### src/scc_pkg.sv
// Package for the segment/circle collision unit: fixed widths, stage counts
// and the sideband vector type shared by the pipelined arithmetic units.
// No dependencies.
package scc_pkg;

    localparam int COORD_BITS    = 16;
    localparam int DIR_FRAC_BITS = 14;

    localparam int SQ_OUT_W = 2 * DIR_FRAC_BITS + 1;
    localparam int SQ_IN_W  = 2 * SQ_OUT_W;
    localparam int SQ_REM_W = SQ_OUT_W + 1;

    localparam int DIV_Q_W   = 20;
    localparam int DIV_DEN_W = SQ_OUT_W;
    localparam int DIV_NUM_W = COORD_BITS - 1 + 2 * DIR_FRAC_BITS;

    localparam int SB_W = 148;

    localparam int PROJ_LIMIT = 92682;
    localparam int DIR_ONE    = 1 << DIR_FRAC_BITS;

    typedef logic [SB_W-1:0] scc_sb_t;

endpackage

### src/scc_div.sv
// Pipelined unsigned restoring divider, one quotient bit per register stage.
// Depends on scc_pkg; the quotient must fit in DIV_Q_W bits.
module scc_div
    import scc_pkg::*;
(
    input  logic                 aclk,
    input  logic                 aresetn,
    input  logic                 en,
    input  logic                 in_valid,
    input  logic [DIV_NUM_W-1:0] in_num,
    input  logic [DIV_DEN_W-1:0] in_den,
    input  scc_sb_t              in_sb,
    output logic                 out_valid,
    output logic [DIV_Q_W-1:0]   out_quot,
    output scc_sb_t              out_sb
);

    logic                 vld_reg [DIV_Q_W];
    logic [DIV_DEN_W-1:0] rem_reg [DIV_Q_W];
    logic [DIV_Q_W-1:0]   nq_reg  [DIV_Q_W];
    logic [DIV_DEN_W-1:0] den_reg [DIV_Q_W];
    scc_sb_t              sb_reg  [DIV_Q_W];

    for (genvar i = 0; i < DIV_Q_W; i++) begin : g_stage
        logic                 vld_prev;
        logic [DIV_DEN_W-1:0] rem_prev;
        logic [DIV_Q_W-1:0]   nq_prev;
        logic [DIV_DEN_W-1:0] den_prev;
        scc_sb_t              sb_prev;
        logic [DIV_DEN_W:0]   work;
        logic                 take;
        logic [DIV_DEN_W-1:0] rem_next;

        if (i == 0) begin : g_first
            assign vld_prev = in_valid;
            assign rem_prev = DIV_DEN_W'(in_num[DIV_NUM_W-1:DIV_Q_W]);
            assign nq_prev  = in_num[DIV_Q_W-1:0];
            assign den_prev = in_den;
            assign sb_prev  = in_sb;
        end else begin : g_rest
            assign vld_prev = vld_reg[i-1];
            assign rem_prev = rem_reg[i-1];
            assign nq_prev  = nq_reg[i-1];
            assign den_prev = den_reg[i-1];
            assign sb_prev  = sb_reg[i-1];
        end

        assign work     = {rem_prev, nq_prev[DIV_Q_W-1]};
        assign take     = (work >= {1'b0, den_prev});
        assign rem_next = take ? DIV_DEN_W'(work - {1'b0, den_prev}) : work[DIV_DEN_W-1:0];

        always_ff @(posedge aclk) begin
            if (!aresetn) begin
                vld_reg[i] <= 1'b0;
            end else if (en) begin
                vld_reg[i] <= vld_prev;
            end
            if (en) begin
                rem_reg[i] <= rem_next;
                nq_reg[i]  <= {nq_prev[DIV_Q_W-2:0], take};
                den_reg[i] <= den_prev;
                sb_reg[i]  <= sb_prev;
            end
        end
    end

    assign out_valid = vld_reg[DIV_Q_W-1];
    assign out_quot  = nq_reg[DIV_Q_W-1];
    assign out_sb    = sb_reg[DIV_Q_W-1];

endmodule

### config.mk
export PLATFORM = sky130hd
export DESIGN_NAME = scc_div
export DESIGN_NICKNAME = d
export VERILOG_FILES = /design/src/scc_pkg.sv /design/src/scc_div.sv
export SDC_FILE = /design/constraint.sdc
export NUM_CORES = 2
export LEC_CHECK = 0
export BUFFER_PORTS_ARGS = -buffer_cell sky130_fd_sc_hd__buf_2
export CORE_ASPECT_RATIO = 0.8
export CORE_UTILIZATION = 30
export CTS_BUF_LIST = sky130_fd_sc_hd__clkbuf_2
export CTS_CLUSTER_SIZE = 20
export DETAILED_ROUTE_END_ITERATION = 12
export GPL_TIMING_DRIVEN = 1
export PLACE_DENSITY_LB_ADDON = 0.15
export SYNTH_ARGS = -nofsm -noshare
export SYNTH_HDL_FRONTEND = slang
export SYNTH_MEMORY_MAX_BITS = 65536
export SYNTH_SLANG_ARGS = --single-unit
### constraint.sdc
create_clock -name aclk -period 9.2 [get_ports aclk]
set_input_delay 1.38 -clock aclk [delete_from_list [all_inputs] [get_ports aclk]]
set_output_delay 1.38 -clock aclk [all_outputs]
set_load 0.02 [all_outputs]
==> results_dict.tcl <==
set metrics [dict create \
    cp.arrival_ns 6.71 \
    place_area_mm2 0.182 \
    synthFlopType "edfxtp_1" \
    cellLeakagePower_nw 74.5 \
    crit_chain "dlygate4sd3_1, dlygate4sd3_1, buf_2, dlygate4sd3_1, inv_1, ha_1, nand2_1, or4_1, nor4_1, nor4_1, o21a_1, or4_1, buf_4, mux2_4, dlygate4sd3_1" \
    drt-initial-drc-count 5537 \
    worst_pin_slew_ns 1.19 \
    synth_area_mm2 0.170 \
    grt_pass1_wl_um 510000 \
    largest_register_ff_count 2960 \
    die_area_mm2 0.571 \
    num_rows 247 \
    cts_inserted_buffers 1237 \
    syn_nets 10700 \
    post-route-min-period_ns 4.90 \
    grt_max_degree 192 \
    path_buf_inv 7 \
    fin_skew_ns 0.212 \
    grt_usage_pct 11.3 \
    r2r_cells 14 \
    pin_count 393 \
    place_congestion 0.828 \
    critPathKind "in2reg" \
    max_cap_violations 0 \
    hpwl_um 207000 \
    startpoint_type "input pin" \
    cpPeakStageDelay_ns 0.57 \
    hold_end "sb_reg[4][184]" \
    drt-pass1-iter-count 12 \
    rrSetupSlack_ns 4.31 \
    setup_tns_ns 0 \
    routed_via_density 4.35 \
    crit_cells 15 \
    synth_top_area_share_pct 79.0 \
    clock-root-buffer "clkbuf_2" \
    synth_area_leaders "edfxtp_1, ha_1, a21oi_1" \
    clock.fmax_mhz 204 \
    chipHeight_um 676 \
    endpoint_kind "flop" \
    ys_ff_latch 4482 \
    rsz0062_at_grt "false" \
    overflow 0 \
    worst_ep_required_time_ns 11.01 \
    cts_resized 0 \
    start_util_pct 30.1 \
    min_from "sb_reg[4][36]" \
    drt-total-wl_um 327000 \
    max_slew_margin_pct 18.5 \
    ir_drop_mv 0.121 \
    violations "DRC" \
    dieWidth_um 844 \
    setup_violations 0 \
    outcome "complete, but fails checks" \
    ys_warn_count 0 \
    cts_buffer_depth 5 \
    reg2reg_to "rem_reg[5][9]" \
    drive_gt1_share_pct 19.3 \
    yosysTopAreaCell "edfxtp_1" \
    synth_edf_count 4481 \
    critical_path.slowest_cell "or4_1" \
    clkTransAtPathRegs_ns 0.08 \
    dr_total_vias 88000 \
    post-route-cell-area_mm2 0.198 \
    holdPathStages 0 \
    crit_family "buffers and inverters" \
    yosysMostFrequentCell "edfxtp_1" \
    timing.final.crit_share_pct 53.2 \
    syn2layout_area_growth_pct 16.0 \
    drt-wirelength-per-cell_um 16.2 \
    hold_class "reg2reg" \
    final_util_pct 34.9 \
    grt_pass1_vias 91400 \
    cp_max_fo 26 \
    layout.nets 12800 \
    postSynthAreaPerCell_um2 17.2 \
    core_area_mm2 0.566 \
    clkLatencyLatePin_ns 2.22 \
    netlist_instances 9880 \
    power_density_mw_per_mm2 272 \
    cts_max_level 7 \
    ys_seq_area_share_pct 79.0 \
    synthDistinctLibCells 100 \
    synthTopCellsByCount "edfxtp_1, inv_1, a21oi_1" \
    final-hold-violation-count 0 \
    portBuffers 392 \
    drc 26 \
    critical_path.most_common_cell "dlygate4sd3_1" \
    cts_tree "built" \
    clock-sinks 4482 \
    ant_nets 0 \
    slew_viol_final 0 \
    async_flop_share_pct 0 \
    antenna_found_initial 12 \
    r2r_start "nq_reg[1][19]" \
]
## where the power goes
group | internal, mW | total (mW) | switching (mW) | leakage, nW
Combinational | 5.80 | 13.7 | 7.92 | 23.0
Clock | 5.15 | 13.1 | 7.91 | 7.64
Sequential | 25.7 | 27.0 | 1.31 | 43.9
## layout make-up
cell class	count	area (µm²)
Tap cell	7470	9350
Fill cell	54600	368000
Inverter	743	2790
Sequential cell	4482	135000
Timing Repair Buffer	1066	8840
Clock buffer	1682	8420
Antenna cell	33	82.6
Clock inverter	245	1250
Multi-Input combinational cell	4499	32300
## cells in the final DEF (no fill, tap or decap), types with 82 or more instances in the layout
master         count
nand3_1           90
nand4_1           84
inv_1            742
mux2_2           130
ha_1             575
xor2_1           196
dlygate4sd3_1    601
a21oi_1          629
o21bai_1          85
o21ai_0          357
edfxtp_1        4481
nor3_1            82
xnor2_1          271
a21o_1           287
clkinv_1         182
clkbuf_2        1682
nand2_1          400
buf_2            391
nor2_1           451
## through the flow
stage	setup WS (ns)	total power, mW	std cells	hold slack, ns
6_report	4.30	53.8	20200	0.243
5_1_grt	3.96	57.7	20200	0.0926
4_1_cts	4.21	55.0	20200	0.00230
3_5_place_dp	3.94	41.0	17700	0.405
3_3_place_gp	3.70	40.9	17700	0.400
2_1_floorplan	4.83	36.9	9880	0.400
## worst max-delay path by stage
stage	slack, ns	to	from
after floorplan	4.83	rem_reg[0][10]	in_den[1]
after global placement	3.70	rem_reg[0][1]	in_den[1]
after detailed placement	3.94	rem_reg[0][4]	in_den[1]
after CTS	4.21	rem_reg[5][9]	nq_reg[1][19]
after global routing	3.96	rem_reg[5][9]	nq_reg[1][19]
final	4.30	rem_reg[0][9]	in_den[15]
## layer usage
layer	GRT usage, %	routed length [µm]	up-vias	part of all wire (%)
met2	17.2	146000	2163	45
li1	-	-	42500	-
met4	5.55	10900	2	3.3
met1	14.9	153000	42400	47
met3	3.40	17000	898	5.2
met5	0	13	-	0.0040
## what timing repair did
action,4_1_cts,5_1_grt
hold buffers,602,0
buffers inserted,0,0
endpoints found under the hold margin,1769,0
## cell families (layout without fill, tap and decap cells)
group | Yosys count | after routing | synth area share [%]
DFF | 4482 | 4482 | 79.0
AOI/OAI and AO/OA | 1780 | 1780 | 6.66
and+or+nand+nor | 1467 | 1467 | 4.09
buffers and inverters | 899 | 3736 | 2.07
adders and majority gates | 594 | 594 | 4.45
xor gates and xnor gates | 467 | 467 | 2.40
muxes | 191 | 191 | 1.33
other | 0 | 33 | 0
(Power assumes the default switching activity.)
